--- src/sv/bci_pkg.sv ---
`default_nettype none
package bci_pkg;

   // configuration register widths
   localparam int LINE_BITS   = 13;
   localparam int COLUMN_BITS = 12;
   localparam int BAND_BITS   = 6;
   localparam int ROW_BITS    = 12;
   localparam int ROWS_BITS   = 13;
   localparam int CSR_DATA_BITS = 13;
   localparam int CSR_INDEX_BITS = 3;

   // register indexes
   localparam logic [CSR_INDEX_BITS-1:0] CSR_LINE_WIDTH  = 3'd0;
   localparam logic [CSR_INDEX_BITS-1:0] CSR_BAND_COLUMN = 3'd1;
   localparam logic [CSR_INDEX_BITS-1:0] CSR_BAND_WIDTH  = 3'd2;
   localparam logic [CSR_INDEX_BITS-1:0] CSR_BAND_ROW    = 3'd3;
   localparam logic [CSR_INDEX_BITS-1:0] CSR_BAND_ROWS   = 3'd4;

   // reset values
   localparam logic [LINE_BITS-1:0]   LINE_WIDTH_RESET  = 13'd4096;
   localparam logic [COLUMN_BITS-1:0] BAND_COLUMN_RESET = 12'd2;
   localparam logic [BAND_BITS-1:0]   BAND_WIDTH_RESET  = 6'd1;
   localparam logic [ROW_BITS-1:0]    BAND_ROW_RESET    = 12'd0;
   localparam logic [ROWS_BITS-1:0]   BAND_ROWS_RESET   = 13'd0;

   typedef enum logic [1:0] {
      ACT_PASS,
      ACT_HOLD,
      ACT_BURST
   } action_type;

endpackage
`default_nettype wire

--- src/sv/bci_req_if.sv ---
`default_nettype none
interface bci_req_if #(
   parameter int PIXEL_BITS = 16
);
   logic                  valid;
   logic                  ready;
   logic [PIXEL_BITS-1:0] pixel_in;
   logic                  frame_start;

   modport source (output valid, output pixel_in, output frame_start, input ready);
   modport sink   (input valid, input pixel_in, input frame_start, output ready);
endinterface
`default_nettype wire

--- src/sv/bci_rsp_if.sv ---
`default_nettype none
interface bci_rsp_if #(
   parameter int PIXEL_BITS = 16
);
   logic                  valid;
   logic                  ready;
   logic [PIXEL_BITS-1:0] pixel_out;
   logic                  run_last;

   modport source (output valid, output pixel_out, output run_last, input ready);
   modport sink   (input valid, input pixel_out, input run_last, output ready);
endinterface
`default_nettype wire

--- src/sv/bad_column_interpolation_unit.sv ---
`default_nettype none
// A passed pixel goes through the input stage and then the result stage to rsp.
// Throughput, while rsp is ready: one pixel per cycle; a corrected run emits
// band_width+2 results, one per cycle, from the single output register; req
// stalls on a blocked input stage. Band pixels and the first right neighbour
// produce no result of their own. Reset (synchronous, active high) restores
// register defaults, clears position, neighbour pixels and both pipeline stages.
module bad_column_interpolation_unit #(
   parameter int PIXEL_BITS = 16,
   parameter int MAX_LINE   = 4096,
   parameter int MAX_BAND   = 62
) (
   input  wire logic clock,
   input  wire logic reset,
   bci_req_if.sink   req_chan,
   bci_rsp_if.source rsp_chan,
   input  wire logic                                 csr_we,
   input  wire logic [bci_pkg::CSR_INDEX_BITS-1:0]   csr_index,
   input  wire logic [bci_pkg::CSR_DATA_BITS-1:0]    csr_wdata
);

   localparam int COL_BITS = $clog2(MAX_LINE);
   localparam int CMP_BITS = ((COL_BITS > bci_pkg::LINE_BITS) ? COL_BITS
                                                               : bci_pkg::LINE_BITS) + 2;
   localparam int SUM_BITS = PIXEL_BITS + 2;

   // configuration
   logic [bci_pkg::LINE_BITS-1:0]   line_width_ff;
   logic [bci_pkg::COLUMN_BITS-1:0] band_column_ff;
   logic [bci_pkg::BAND_BITS-1:0]   band_width_ff;
   logic [bci_pkg::ROW_BITS-1:0]    band_row_ff;
   logic [bci_pkg::ROWS_BITS-1:0]   band_rows_ff;

   // position and neighbour pixels
   logic [COL_BITS-1:0]   col_ff, col_in;
   logic [COL_BITS-1:0]   row_ff, row_in;
   logic [PIXEL_BITS-1:0] left_far_ff, left_far_in;
   logic [PIXEL_BITS-1:0] left_near_ff, left_near_in;
   logic [PIXEL_BITS-1:0] right_near_ff, right_near_in;

   // input stage
   logic                  s1_valid_ff, s1_valid_in;
   logic                  s1_burst_ff, s1_burst_in;
   logic [PIXEL_BITS-1:0] s1_pix_ff, s1_pix_in;

   // result stage
   logic                  o_valid_ff, o_valid_in;
   logic                  o_burst_ff, o_burst_in;
   logic [PIXEL_BITS-1:0] o_pix_ff, o_pix_in;
   logic [PIXEL_BITS-1:0] o_mean_ff, o_mean_in;
   logic [PIXEL_BITS-1:0] o_near_ff, o_near_in;
   logic [bci_pkg::BAND_BITS-1:0] o_idx_ff, o_idx_in;

   logic req_xfer, rsp_xfer, o_last, o_done, s1_move;
   logic [COL_BITS-1:0] cur_col, cur_row;
   logic [CMP_BITS-1:0] col_x, row_x, eff_x, bc_x, bw_x, br_x, brs_x;
   logic active;
   bci_pkg::action_type act;
   logic [SUM_BITS-1:0] sum;
   logic [bci_pkg::BAND_BITS:0] last_idx;

   // ---------------------------------------------------------------- classify
   always_comb begin
      cur_col = req_chan.frame_start ? '0 : col_ff;
      cur_row = req_chan.frame_start ? '0 : row_ff;
      col_x   = CMP_BITS'(cur_col);
      row_x   = CMP_BITS'(cur_row);
      eff_x   = (CMP_BITS'(line_width_ff) > CMP_BITS'(MAX_LINE)) ? CMP_BITS'(MAX_LINE)
                                                                : CMP_BITS'(line_width_ff);
      bc_x    = CMP_BITS'(band_column_ff);
      bw_x    = CMP_BITS'(band_width_ff);
      br_x    = CMP_BITS'(band_row_ff);
      brs_x   = CMP_BITS'(band_rows_ff);

      active = (bw_x != '0) && (bw_x <= CMP_BITS'(MAX_BAND)) && (bc_x >= CMP_BITS'(2))
               && (bc_x + bw_x + CMP_BITS'(1) < eff_x)
               && (row_x >= br_x) && (row_x < br_x + brs_x);

      act = bci_pkg::ACT_PASS;
      if (active) begin
         if (col_x >= bc_x && col_x <= bc_x + bw_x) begin
            act = bci_pkg::ACT_HOLD;
         end else if (col_x == bc_x + bw_x + CMP_BITS'(1)) begin
            act = bci_pkg::ACT_BURST;
         end
      end
   end

   // ---------------------------------------------------------------- handshakes
   assign last_idx = {1'b0, band_width_ff} + 1'b1;
   assign o_last   = !o_burst_ff || ({1'b0, o_idx_ff} == last_idx);
   assign rsp_xfer = rsp_chan.valid && rsp_chan.ready;
   assign o_done   = rsp_xfer && o_last;
   assign s1_move  = s1_valid_ff && (!o_valid_ff || o_done);
   assign req_chan.ready = !s1_valid_ff || s1_move;
   assign req_xfer = req_chan.valid && req_chan.ready;

   assign sum = SUM_BITS'(left_far_ff) + SUM_BITS'(left_near_ff)
              + SUM_BITS'(right_near_ff) + SUM_BITS'(s1_pix_ff);

   assign rsp_chan.valid    = o_valid_ff;
   assign rsp_chan.run_last = o_last;
   always_comb begin
      if (!o_burst_ff || ({1'b0, o_idx_ff} == last_idx)) begin
         rsp_chan.pixel_out = o_pix_ff;
      end else if (o_idx_ff == band_width_ff) begin
         rsp_chan.pixel_out = o_near_ff;
      end else begin
         rsp_chan.pixel_out = o_mean_ff;
      end
   end

   // ---------------------------------------------------------------- next state
   always_comb begin
      col_in        = col_ff;
      row_in        = row_ff;
      left_far_in   = left_far_ff;
      left_near_in  = left_near_ff;
      right_near_in = right_near_ff;
      s1_valid_in   = s1_valid_ff && !s1_move;
      s1_burst_in   = s1_burst_ff;
      s1_pix_in     = s1_pix_ff;

      if (req_xfer) begin
         if (active && col_x + CMP_BITS'(2) == bc_x) begin
            left_far_in = req_chan.pixel_in;
         end
         if (active && col_x + CMP_BITS'(1) == bc_x) begin
            left_near_in = req_chan.pixel_in;
         end
         if (active && col_x == bc_x + bw_x) begin
            right_near_in = req_chan.pixel_in;
         end
         // row end
         if (col_x + CMP_BITS'(1) >= eff_x) begin
            col_in = '0;
            row_in = (row_x + CMP_BITS'(1) == CMP_BITS'(MAX_LINE)) ? '0 : cur_row + 1'b1;
         end else begin
            col_in = cur_col + 1'b1;
            row_in = cur_row;
         end
         if (act != bci_pkg::ACT_HOLD) begin
            s1_valid_in = 1'b1;
            s1_burst_in = (act == bci_pkg::ACT_BURST);
            s1_pix_in   = req_chan.pixel_in;
         end
      end

      o_valid_in = o_valid_ff && !o_done;
      o_burst_in = o_burst_ff;
      o_pix_in   = o_pix_ff;
      o_mean_in  = o_mean_ff;
      o_near_in  = o_near_ff;
      o_idx_in   = o_idx_ff;
      if (rsp_xfer && !o_last) begin
         o_idx_in = o_idx_ff + 1'b1;
      end
      if (s1_move) begin
         o_valid_in = 1'b1;
         o_burst_in = s1_burst_ff;
         o_pix_in   = s1_pix_ff;
         o_mean_in  = sum[SUM_BITS-1:2];
         o_near_in  = right_near_ff;
         o_idx_in   = '0;
      end
   end

   // ---------------------------------------------------------------- registers
   always_ff @(posedge clock) begin
      if (reset) begin
         line_width_ff  <= bci_pkg::LINE_WIDTH_RESET;
         band_column_ff <= bci_pkg::BAND_COLUMN_RESET;
         band_width_ff  <= bci_pkg::BAND_WIDTH_RESET;
         band_row_ff    <= bci_pkg::BAND_ROW_RESET;
         band_rows_ff   <= bci_pkg::BAND_ROWS_RESET;
         col_ff        <= '0;
         row_ff        <= '0;
         left_far_ff   <= '0;
         left_near_ff  <= '0;
         right_near_ff <= '0;
         s1_valid_ff   <= 1'b0;
         o_valid_ff    <= 1'b0;
      end else begin
         if (csr_we) begin
            unique case (csr_index)
               bci_pkg::CSR_LINE_WIDTH:  line_width_ff  <= csr_wdata[bci_pkg::LINE_BITS-1:0];
               bci_pkg::CSR_BAND_COLUMN: band_column_ff <= csr_wdata[bci_pkg::COLUMN_BITS-1:0];
               bci_pkg::CSR_BAND_WIDTH:  band_width_ff  <= csr_wdata[bci_pkg::BAND_BITS-1:0];
               bci_pkg::CSR_BAND_ROW:    band_row_ff    <= csr_wdata[bci_pkg::ROW_BITS-1:0];
               bci_pkg::CSR_BAND_ROWS:   band_rows_ff   <= csr_wdata[bci_pkg::ROWS_BITS-1:0];
               default: ;
            endcase
         end
         col_ff        <= col_in;
         row_ff        <= row_in;
         left_far_ff   <= left_far_in;
         left_near_ff  <= left_near_in;
         right_near_ff <= right_near_in;
         s1_valid_ff   <= s1_valid_in;
         o_valid_ff    <= o_valid_in;
      end
   end

   always_ff @(posedge clock) begin
      s1_burst_ff <= s1_burst_in;
      s1_pix_ff   <= s1_pix_in;
      o_burst_ff  <= o_burst_in;
      o_pix_ff    <= o_pix_in;
      o_mean_ff   <= o_mean_in;
      o_near_ff   <= o_near_in;
      o_idx_ff    <= o_idx_in;
   end

   // ---------------------------------------------------------------- checks
   a_idx_bound: assert property (@(posedge clock) disable iff (reset)
      o_valid_ff && o_burst_ff |-> ({1'b0, o_idx_ff} <= last_idx))
      else $error("burst index past last result");

   a_s1_hold: assert property (@(posedge clock) disable iff (reset)
      s1_valid_ff && !s1_move |=> s1_valid_ff && $stable(s1_pix_ff) && $stable(s1_burst_ff))
      else $error("input stage overwritten while blocked");

   a_stall_cause: assert property (@(posedge clock) disable iff (reset)
      !req_chan.ready |-> s1_valid_ff && o_valid_ff)
      else $error("req stalled with a free stage");

   a_reset_empty: assert property (@(posedge clock)
      reset |=> !o_valid_ff && !s1_valid_ff)
      else $error("pipeline not empty after reset");

   a_pass_single: assert property (@(posedge clock) disable iff (reset)
      o_valid_ff && !o_burst_ff |-> o_last)
      else $error("passed pixel not marked last");

endmodule
`default_nettype wire

--- src/flat_wrapper.sv ---
// flat-port wrapper written by rule: the top's interface ports become plain ports
module bad_column_interpolation_unit_flat 
#(
   parameter int PIXEL_BITS = 16,
   parameter int MAX_LINE   = 4096,
   parameter int MAX_BAND   = 62
)
  (clock, reset, csr_we, csr_index, csr_wdata, req_chan_valid, req_chan_pixel_in, req_chan_frame_start, req_chan_ready, rsp_chan_valid, rsp_chan_pixel_out, rsp_chan_run_last, rsp_chan_ready);
  bci_req_if #(.PIXEL_BITS(PIXEL_BITS)) req_chan_i ();
  bci_rsp_if #(.PIXEL_BITS(PIXEL_BITS)) rsp_chan_i ();
  input  wire logic clock;
  input  wire logic reset;
  input  wire logic csr_we;
  input  wire logic [bci_pkg::CSR_INDEX_BITS-1:0] csr_index;
  input  wire logic [bci_pkg::CSR_DATA_BITS-1:0] csr_wdata;
  input wire logic [$bits(req_chan_i.valid)-1:0] req_chan_valid;
  input wire logic [$bits(req_chan_i.pixel_in)-1:0] req_chan_pixel_in;
  input wire logic [$bits(req_chan_i.frame_start)-1:0] req_chan_frame_start;
  output wire logic [$bits(req_chan_i.ready)-1:0] req_chan_ready;
  output wire logic [$bits(rsp_chan_i.valid)-1:0] rsp_chan_valid;
  output wire logic [$bits(rsp_chan_i.pixel_out)-1:0] rsp_chan_pixel_out;
  output wire logic [$bits(rsp_chan_i.run_last)-1:0] rsp_chan_run_last;
  input wire logic [$bits(rsp_chan_i.ready)-1:0] rsp_chan_ready;
  assign req_chan_i.valid = req_chan_valid;
  assign req_chan_i.pixel_in = req_chan_pixel_in;
  assign req_chan_i.frame_start = req_chan_frame_start;
  assign req_chan_ready = req_chan_i.ready;
  assign rsp_chan_valid = rsp_chan_i.valid;
  assign rsp_chan_pixel_out = rsp_chan_i.pixel_out;
  assign rsp_chan_run_last = rsp_chan_i.run_last;
  assign rsp_chan_i.ready = rsp_chan_ready;
  bad_column_interpolation_unit #(.PIXEL_BITS(PIXEL_BITS), .MAX_LINE(MAX_LINE), .MAX_BAND(MAX_BAND)) u_core (.clock(clock), .reset(reset), .req_chan(req_chan_i), .rsp_chan(rsp_chan_i), .csr_we(csr_we), .csr_index(csr_index), .csr_wdata(csr_wdata));
endmodule
--- config.mk ---
export PLATFORM = sky130hd
export DESIGN_NAME = bad_column_interpolation_unit_flat
export DESIGN_NICKNAME = d
export VERILOG_FILES = /design/src/sv/bci_pkg.sv /design/src/sv/bci_req_if.sv /design/src/sv/bci_rsp_if.sv /design/src/sv/bad_column_interpolation_unit.sv /design/src/flat_wrapper.sv
export SDC_FILE = /design/constraint.sdc
export NUM_CORES = 1
export LEC_CHECK = 0
export ABC_AREA = 1
export CAP_MARGIN = 20
export CORE_UTILIZATION = 43
export CTS_CLUSTER_SIZE = 24
export DETAILED_ROUTE_END_ITERATION = 10
export DONT_BUFFER_PORTS = 1
export HOLD_SLACK_MARGIN = 0.15
export PLACE_DENSITY = 0.71
export SETUP_SLACK_MARGIN = 0.4
export SLEW_MARGIN = 20
export SYNTH_ARGS = -nofsm -noshare
export SYNTH_HDL_FRONTEND = slang
export SYNTH_SLANG_ARGS = --single-unit
export TNS_END_PERCENT = 5
--- constraint.sdc ---
create_clock -name clock -period 3.99 [get_ports clock]
set_clock_uncertainty 0.05 [all_clocks]
set_input_delay 0.1995 -clock clock [delete_from_list [all_inputs] [get_ports clock]]
set_output_delay 0.1995 -clock clock [all_outputs]
set_load 0.02 [all_outputs]
== Word level (Yosys, flattened, before mapping) ==
Index checks and enable logic that the tools add are counted.

* Add/subtract/negate cells: 13
* $lt $le $gt $ge: 9
* Eq/ne operators: 13
* Mux-type cells: 14
* Reductions and logical operators: 36

{| class="wikitable"
|+ Operator list
! operator !! number
|-
| 2-to-1 mux 12 bit || 5
|-
| adder 18 x 16 -> 18 bit || 2
|-
| 2-to-1 mux 16 bit || 2
|-
| == test 12 x 15 -> 1 bit || 2
|-
| == test 15 x 12 -> 1 bit || 2
|-
| adder 12 x 1 -> 13 bit, second input constant || 2
|-
| adder 12 x 1 -> 12 bit, second input constant || 2
|-
| greater-or-equal comparator 12 bit || 2
|-
| AND reduction 2 bit || 9
|-
| adder 16 x 16 -> 17 bit || 1
|-
| logical AND 1 bit || 16
|-
| adder 15 x 1 -> 15 bit, second input constant || 1
|-
| == test 15 x 13 -> 1 bit, second input constant || 1
|-
| greater-or-equal comparator 15 bit || 1
|-
| <= comparator 12 x 15 -> 1 bit || 1
|-
| less-than comparator 12 x 15 -> 1 bit || 1
|-
| less-than comparator 15 bit || 1
|-
| adder 12 x 13 -> 14 bit || 1
|-
| adder 12 x 2 -> 13 bit, second input constant || 1
|-
| adder 12 x 6 -> 13 bit || 1
|-
| > comparator 13 bit, second input constant || 1
|-
| 2-to-1 mux 13 bit || 1
|-
| greater-or-equal comparator 12 x 2 -> 1 bit, second input constant || 1
|-
| adder 6 x 1 -> 7 bit, second input constant || 1
|-
| other kinds (15) || 27
|}

* Register bits: 202
* Input port bits: 38
* Output and inout port bits: 19
* Logic and storage cells: 104

== Longest topological paths before layout ==
Gate-level depths: netlist of run 1.

* Depth after elaboration: 10
* Gate-level depth with buffers: 27
* Mapped depth without buffers: 26

== Worst setup path after synthesis of run 1 ==
Ideal clock, no wire load.

* Kind: reg-to-reg
* Start point: register u_core.band_width_ff[0] (netlist bit)
* End point: register u_core.s1_burst_ff, enable pin
* Library setup time: 323 ps
* Arrival time: 3556 ps
* Data required time: 3617 ps
* Slack: 62 ps
* Cell stages (with the launch flop): 25
* Buffers on the path: 0
* Clock period less this slack: 3928 ps
* Cell sequence: dfxtp_1 ha_1 inv_1 fa_1 inv_1 ha_1 inv_1 nor2_1 nand3_1 nor2_1 nand3_1 nor2_1 nand2_1 inv_1 nand2_1 nand2_1 ha_1 a21oi_1 o21a_1 o21a_1 nand4_1 a21oi_4 inv_1 o21ai_0 inv_1

* Word-level cells in the longest chain between the ends: 9
* Elaborated cells on any way between the ends: 26
* Classes of those cells: add/sub (3); order compare (3); eq/ne (3); mux (3); reduce/logical (14)

{| class="wikitable"
|+ RTL lines
! what !! line !! text
|-
| from (decl) || bad_column_interpolation_unit.sv:30 || <nowiki>logic [bci_pkg::BAND_BITS-1:0] band_width_ff;</nowiki>
|-
| from (signal assigned) || bad_column_interpolation_unit.sv:173 || <nowiki>band_width_ff <= bci_pkg::BAND_WIDTH_RESET;</nowiki>
|-
| from (signal assigned) || bad_column_interpolation_unit.sv:188 || <nowiki>bci_pkg::CSR_BAND_WIDTH: band_width_ff <= csr_wdata[bci_pkg::BAND_BITS-1:0];</nowiki>
|-
| adder 12 x 6 -> 13 bit (tied with other cells) || bad_column_interpolation_unit.sv:76, bad_column_interpolation_unit.sv:81, bad_column_interpolation_unit.sv:83 ||
|-
| adder 15 x 1 -> 15 bit (tied with other cells) || bad_column_interpolation_unit.sv:76, bad_column_interpolation_unit.sv:83 ||
|-
| less-than comparator 15 bit (tied with other cells) || bad_column_interpolation_unit.sv:76 || <nowiki>&& (bc_x + bw_x + CMP_BITS'(1) < eff_x)</nowiki>
|-
| logical AND 1 bit (on tied branches) || bad_column_interpolation_unit.sv:76, bad_column_interpolation_unit.sv:93 ||
|-
| logical AND 1 bit / logical OR 1 bit (equally long branches) || bad_column_interpolation_unit.sv:77, bad_column_interpolation_unit.sv:94 ||
|-
| logical AND 1 bit (on tied branches) || bad_column_interpolation_unit.sv:77, bad_column_interpolation_unit.sv:94 ||
|-
| 2-to-1 mux 2 bit / logical OR 1 bit (equally long branches) || bad_column_interpolation_unit.sv:80, bad_column_interpolation_unit.sv:95 ||
|-
| != test 2 x 1 -> 1 bit / logical AND 1 bit (equally long branches) || bad_column_interpolation_unit.sv:142, bad_column_interpolation_unit.sv:96 ||
|-
| AND reduction 2 bit (no line) * || -- ||
|-
| to (signal assigned) || bad_column_interpolation_unit.sv:205 || <nowiki>s1_burst_ff <= s1_burst_in;</nowiki>
|-
| to (decl) || bad_column_interpolation_unit.sv:43 || <nowiki>logic s1_burst_ff, s1_burst_in;</nowiki>
|}

Mark *: on every way between the ends. The rest lies on a longest branch, timed or not.
A chain may end at the register's enable or synchronous reset.

== Worst setup path after layout of run 1 ==
* Start point: register u_core.band_column_ff[3] (netlist bit)
* End point: register u_core.s1_pix_ff[15], enable pin

* Word-level cells in the longest chain between the ends: 9
* Elaborated cells on any way between the ends: 17
* Classes of those cells: add/sub (2); order compare (4); eq/ne (2); mux (3); reduce/logical (6)

{| class="wikitable"
|+ RTL lines
! what !! line !! text
|-
| from (decl) || bad_column_interpolation_unit.sv:29 || <nowiki>logic [bci_pkg::COLUMN_BITS-1:0] band_column_ff;</nowiki>
|-
| from (signal assigned) || bad_column_interpolation_unit.sv:172 || <nowiki>band_column_ff <= bci_pkg::BAND_COLUMN_RESET;</nowiki>
|-
| from (signal assigned) || bad_column_interpolation_unit.sv:187 || <nowiki>bci_pkg::CSR_BAND_COLUMN: band_column_ff <= csr_wdata[bci_pkg::COLUMN_BITS-1:0];</nowiki>
|-
| adder 12 x 6 -> 13 bit || bad_column_interpolation_unit.sv:76, bad_column_interpolation_unit.sv:81, bad_column_interpolation_unit.sv:83 ||
|-
| adder 15 x 1 -> 15 bit || bad_column_interpolation_unit.sv:76, bad_column_interpolation_unit.sv:83 ||
|-
| less-than comparator 15 bit || bad_column_interpolation_unit.sv:76 ||
|-
| logical AND 1 bit || bad_column_interpolation_unit.sv:76 ||
|-
| logical AND 1 bit (2 in series) || bad_column_interpolation_unit.sv:77 || <nowiki>&& (row_x >= br_x) && (row_x < br_x + brs_x);</nowiki>
|-
| 2-to-1 mux 2 bit * || bad_column_interpolation_unit.sv:80 || <nowiki>if (active) begin</nowiki>
|-
| != test 2 x 1 -> 1 bit * || bad_column_interpolation_unit.sv:142 || <nowiki>if (act != bci_pkg::ACT_HOLD) begin</nowiki>
|-
| AND reduction 2 bit (no line) * || -- ||
|-
| to (signal assigned) || bad_column_interpolation_unit.sv:206 || <nowiki>s1_pix_ff <= s1_pix_in;</nowiki>
|-
| to (decl) || bad_column_interpolation_unit.sv:44 || <nowiki>logic [PIXEL_BITS-1:0] s1_pix_ff, s1_pix_in;</nowiki>
|}

Marked as above.

==> results.ini, run 1 <==
[floorplan]
ios = 57
num_rows = 66
coreArea_mm2 = 0.0326
die_w_um = 184
die_area_mm2 = 0.0340
fp.dieH_um = 184
start_util = 0.439

[sta]
period_minus_slack_ps = 3950
max_freq_mhz = 253
worst_pin_slew_ps = 931
relSlewSlack = 0.379
setup_tns_ps = 0
hold_viol = 0
setup_violations = 0
fin_crit_sh = 0.991
finalMaxSlewViolations = 0
whs_ps = 170
rsz0062_at_grt = yes

[layout]
area_growth_pct = 20.6
drive_above_1_share = 0.127
nets = 2262
stdcell_count = 2535
fin_area_mm2 = 0.0173

[logic_synthesis]
yosys_warnings = 0
synthesis.nets = 2172
synth_cell_types = 53
ys_seq_elements = 202
synth_edf_count = 66
synthCells = 1985
synth_area_per_cell_um2 = 7.21
synth_area_mm2 = 0.0143
seq_area_frac_synth = 0.329
synthArstFlopShare = 0
ys.flop_type = dfxtp_1

[global_routing]
track_usage = 0.239
grt_pass1_wl_um = 64700
grt_pass1_vias = 12800
grt-ovfl-total = 0
antenna_found_initial = 1
grt_max_degree = 78

[route]
route.antenna.remaining_nets = 0
wl_um = 41300
avgViaCountPerCell = 5.36
drt-initial-drc-count = 873
vias = 13600
drc = 0
drtPass1Iterations = 6
wl_per_cell_um = 16.3

[flow_run]
cap_violations = 0

[worst_hold_path]
hold_depth = 4
hold_path_class = in -> reg
worstHoldStart = req_chan_frame_start

[pwr]
irDropWorstVdd_mv = 0.329
finalPower_mw = 6.02
p_leak_nw = 7.89
clock_power_share = 0.371
switching_power_mw = 1.91
p_int_mw = 4.11
power_frac_seq = 0.390
power_frac_comb = 0.239
switching_share = 0.317
power.density_mw_per_mm2 = 349

[placed_design]
place_inst = 2407
placed_cell_area_mm2 = 0.0149
io_buffer_count = 0
place.gp.congestion = 0.932
dp_hpwl_um = 29600

[clocking]
h-tree-depth = 1
cts_buffer_depth = 3
cts_sinks = 202
cts_root_buffer = clkbuf_16
cts_tree = done
cts_buffers = 23
clock_latency_ps = 540
clkTransAtPathRegs_ps = 60

[worst_setup_path]
cp-end-kind = flop
reg2regPathDepth = 25
required_ps = 4190
r2r_start = u_core.band_column_ff[3]$_SDFFE_PP0P_
start_kind = flop
worstPathArrival_ps = 4160
critPathMaxFanout = 7
crit_start = u_core.band_column_ff[3]$_SDFFE_PP0P_
critPathKind = reg -> reg

[status]
status = finished, final reports clean

repair_timing:
item	in CTS	in global routing
endpoints found under the hold margin	140	0
hold buffers	56	0
gates resized for setup	49	120
buffers inserted	14	9
pin swaps	14	57
cloned	5	1
endpoints found under the setup margin	91	118
cells in the final DEF, fill, tap and decap left out, types with 5 or more instances in the layout:
cell type and count:
nand2_1 394, nor2_1 264, inv_1 259, a21oi_1 140, dfxtp_1 130, ha_1 112, nand3_1 109, o21ai_0 102
edfxtp_1 66, xor2_1 57, dlygate4sd3_1 55, buf_4 40, nand4_1 27, nand2_2 24, clkbuf_16 24, nor3_1 19
inv_2 17, fa_1 17, nor2_4 15, nor2_2 14, a21oi_2 14, ha_4 14, nand3_2 11, xnor2_1 11
a31oi_1 11, buf_12 9, o21ai_1 8, a31oi_4 7, o211ai_1 7, clkinv_2 7, o21bai_1 6, nand2_4 6
o21a_1 6, dfxtp_2 5
per-stage QoR:
stage / util / setup WS, ps
after floorplan: - / 397
after global placement: 0.457 / 107
after detailed placement: 0.457 / -1.33
after CTS: 0.511 / 99.3
after global routing: 0.529 / -161
final: 0.529 / 35.0
path summary, 6_finish.rpt:
| path | slack [ps] | endpoint |
|---|---|---|
| min | 170 | u_core.col_ff[6]$_SDFFE_PP0P_ |
| max reg2reg | 40 | u_core.s1_pix_ff[15]$_DFFE_PP_ |
| max | 40 | u_core.s1_pix_ff[15]$_DFFE_PP_ |
| min reg2reg | 400 | u_core.o_pix_ff[8]$_DFFE_PP_ |
routing by layer:
layer / wire, µm / up-vias / share of wire / global-route usage
li1: - / 6649 / - / -
met4: 1400 / 0 / 0.034 / 0.0847
met5: 0 / - / 0 / 0
met2: 19200 / 487 / 0.47 / 0.404
met3: 2720 / 94 / 0.066 / 0.0324
met1: 18000 / 6358 / 0.44 / 0.310
cells by family (layout without fill, tap and decap cells):
group           Yosys count  in the layout  synth area share
fa+ha+maj               149            149             0.140
simple gates            905            905             0.269
buf+inv                 333            440            0.0935
xor+xnor                 73             73            0.0467
flops                   202            202             0.329
other cells               0              1                 0
compound gates          323            323             0.122
power by group through the flow:
stage	sequential (mW)	clock (mW)	combinational, mW
2_1_floorplan	2.36	0	0.899
5_1_grt	2.36	2.35	1.58
6_report	2.35	2.23	1.44
3_3_place_gp	2.38	0	1.12
3_5_place_dp	2.39	0	1.16
4_1_cts	2.34	2.27	1.30
critical path: stages (launching register included):
cell and delay, ps:
dfxtp_1 460, ha_1 360, nand2_1 100, nand2_1 80, inv_1 110, nand2_2 80, nand2_1 100, nand2_1 100
nand3_1 100, nand2_1 130, nor2_1 220, nand3_1 150, nand2_1 130, nand2_1 90, ha_1 270, nand2_1 70
nor3_1 190, nand2_1 70, nand4_1 140, a21oi_4 60, buf_6 140, buf_6 100, inv_2 70, o21ai_4 60
buf_12 160, inv_4 90
final cells by class:
type	instances	area, µm²
diodes	1	2.50
clock buffers	28	626
clock inverters	14	169
fillers	3004	15400
inverters	283	1080
multi-input cells	1450	8920
flip-flops and latches	202	4710
well taps	442	553
repair buffers	112	1170
repair inverters	3	25.0
synthesized netlist by cell type (all sizes together), types with 6 or more instances:
cell	number	area [µm²]
dfxtp	136	2720
o21ai	114	571
xor2	60	541
nand3	122	626
nor3	22	115
xnor2	12	105
nor2	294	1190
a31oi	22	138
buf	19	156
o211ai	7	52.6
edfxtp	66	1980
fa	19	380
a21oi	155	791
inv	282	1060
nand4	27	169
o21bai	7	52.6
o21a	6	45.0
ha	130	1630
clkbuf	31	116
nand2	425	1640
sequential cells by signal (all words and copies together), names as in the netlist:
name	count
u_core.left_far_ff	16
u_core.band_column_ff	12
u_core.band_rows_ff	13
u_core.s1_pix_ff	16
u_core.col_ff	12
u_core.o_mean_ff	16
u_core.line_width_ff	13
u_core.left_near_ff	16
u_core.row_ff	12
u_core.o_idx_ff	6
u_core.right_near_ff	16
u_core.s1_burst_ff	1
u_core.o_pix_ff	16
u_core.o_near_ff	16
u_core.o_burst_ff	1
u_core.band_width_ff	6
u_core.rsp_chan.valid	1
u_core.band_row_ff	12
u_core.s1_valid_ff	1
Power figures use the tool's default switching activity.
==> run 2, diff against run 1 <==
--- a/config.mk
+++ b/config.mk
@@ -7,12 +7,12 @@
 export LEC_CHECK = 0
 export ABC_AREA = 1
 export CAP_MARGIN = 20
-export CORE_UTILIZATION = 43
+export CORE_UTILIZATION = 33
 export CTS_CLUSTER_SIZE = 24
 export DETAILED_ROUTE_END_ITERATION = 10
 export DONT_BUFFER_PORTS = 1
 export HOLD_SLACK_MARGIN = 0.15
-export PLACE_DENSITY = 0.71
+export PLACE_DENSITY = 0.59
 export SETUP_SLACK_MARGIN = 0.4
 export SLEW_MARGIN = 20
 export SYNTH_ARGS = -nofsm -noshare
==> results.ini, run 2 (same netlist as run 1, synthesis figures left out) <==
[status]
status = finished with violations
violations = setup timing

[floorplan]
start_util = 0.338
coreArea_mm2 = 0.0423
ios = 57
num_rows = 75
fp.dieH_um = 210
die_w_um = 210
die_area_mm2 = 0.0442

[route]
drc = 0
drtPass1Iterations = 7
wl_per_cell_um = 15.6
vias = 13100
route.antenna.remaining_nets = 0
wl_um = 41500
avgViaCountPerCell = 4.92
drt-initial-drc-count = 738

[pwr]
power_frac_seq = 0.376
power.density_mw_per_mm2 = 356
p_int_mw = 4.28
p_leak_nw = 7.90
power_frac_comb = 0.231
switching_share = 0.314
irDropWorstVdd_mv = 0.271
clock_power_share = 0.392
switching_power_mw = 1.96

[global_routing]
grt_pass1_vias = 12800
grt_max_degree = 53
antenna_found_initial = 1
track_usage = 0.189
grt_pass1_wl_um = 67000
grt-ovfl-total = 0

[sta]
relSlewSlack = 0.401
period_minus_slack_ps = 3990
hold_viol = 0
worst_pin_slew_ps = 896
setup_violations = 2
max_freq_mhz = 250
finalMaxSlewViolations = 0
rsz0062_at_grt = yes
worst_slack_ps = -2.67
fin_crit_sh = 1.00
setup_tns_ps = -5.25

[worst_setup_path]
critPathMaxFanout = 8
required_ps = 4380
r2r_start = u_core.band_width_ff[0]$_SDFFE_PP1P_
critPathSlowestCell = fa_1
worstPathArrival_ps = 4390
critPathKind = reg -> reg
cp_slowest_stage_delay_ps = 490
reg2reg_slack_ps = -3
crit_top_cell = inv_2
reg2regPathDepth = 27
start_kind = flop
cp-end-kind = flop
r2r_end = u_core.right_near_ff[5]$_SDFFE_PP0P_

[clocking]
cts_buffers = 26
h-tree-depth = 1
cts_tree = done
cts_sinks = 202
clock_latency_ps = 560
cts_root_buffer = clkbuf_16
clkTransAtPathRegs_ps = 60
cts_buffer_depth = 3

[layout]
fin_area_mm2 = 0.0175
final_common_cell = nand2_1
nets = 2257
fill_cells = 4296
layout_common_cells = nand2_1, inv_1, nor2_1, a21oi_1, dfxtp_1
drive_above_1_share = 0.135
area_growth_pct = 22.3

[worst_hold_path]
hold_depth = 5
holdPathEnd = u_core.col_ff[3]$_SDFFE_PP0P_
worstHoldStart = req_chan_frame_start
hold_path_class = in -> reg

[placed_design]
place.gp.congestion = 0.935
dp_hpwl_um = 31000
io_buffer_count = 0
placed_cell_area_mm2 = 0.0151

[flow_run]
cap_violations = 0

## run 2: timing repair
item | 4_1_cts | 5_1_grt
hold endpoints to repair | 147 | 0
buffers inserted | 6 | 1
cloned | 3 | 1
hold buffers | 63 | 0
setup endpoints to repair | 76 | 115
gates resized for setup | 132 | 48
pin swaps | 90 | 51
## run 2: worst max-delay path: cells and delay by family, from the launching register on
kind | cells | cell delay, ps
simple gates | 14 | 1440
compound gates | 4 | 610
buf+inv | 5 | 470
fa+ha+maj | 4 | 940
flops | 1 | 360
## run 2: cell type report
| type | instances | area [µm²] | area share |
|---|---|---|---|
| clock inverter | 10 | 143 | 0.00815 |
| sequential | 202 | 4710 | 0.269 |
| timing repair inverter | 2 | 7.51 | 0.000429 |
| inverter | 283 | 1090 | 0.0620 |
| multi-input combinational | 1450 | 9030 | 0.516 |
| clock buffer | 38 | 756 | 0.0432 |
| antenna | 1 | 2.50 | 0.000143 |
| tap | 577 | 722 | 0.0412 |
| timing repair buffer | 105 | 1050 | 0.0600 |
## run 2: stage by stage
step | std cells | power [mW] | worst slack (ps) | utilization | hold slack [ps]
floorplan | 1985 | 3.26 | 397 | - | 219
global placement | 2545 | 3.56 | -35.6 | 0.357 | 222
detailed placement | 2545 | 3.58 | -57.0 | 0.357 | 222
CTS | 2665 | 6.27 | 137 | 0.408 | 177
global route | 2668 | 6.54 | -207 | 0.414 | 230
finish | 2668 | 6.24 | -2.67 | 0.414 | 198
## run 2: routing by layer
layer / global-route usage / wire length [µm]
met5: 0 / 0
met3: 0.0261 / 2280
met4: 0.0622 / 1260
met2: 0.307 / 18400
met1: 0.257 / 19600
## run 2: worst max-delay path by stage
stage / from / end / slack, ps / depth (start not counted)
3_3_place_gp: u_core.left_near_ff[0]$_SDFFE_PP0P_ / u_core.o_mean_ff[15]$_DFFE_PP_ / -40 / 20
2_1_floorplan: u_core.band_width_ff[0]$_SDFFE_PP1P_ / u_core.s1_burst_ff$_DFFE_PP_ / 400 / 24
5_1_grt: u_core.band_width_ff[0]$_SDFFE_PP1P_ / u_core.right_near_ff[8]$_SDFFE_PP0P_ / -210 / 27
3_5_place_dp: u_core.left_near_ff[0]$_SDFFE_PP0P_ / u_core.o_mean_ff[15]$_DFFE_PP_ / -60 / 20
6_report: u_core.band_width_ff[0]$_SDFFE_PP1P_ / u_core.right_near_ff[5]$_SDFFE_PP0P_ / -3 / 27
4_1_cts: u_core.band_width_ff[0]$_SDFFE_PP1P_ / u_core.s1_pix_ff[15]$_DFFE_PP_ / 140 / 25
## run 2: power by group through the flow
stage               sequential, mW  combinational (mW)  clock, mW
floorplan                     2.36               0.899          0
global placement              2.38                1.17          0
detailed placement            2.39                1.20          0
CTS                           2.35                1.42       2.50
global route                  2.36                1.60       2.58
finish                        2.35                1.44       2.45
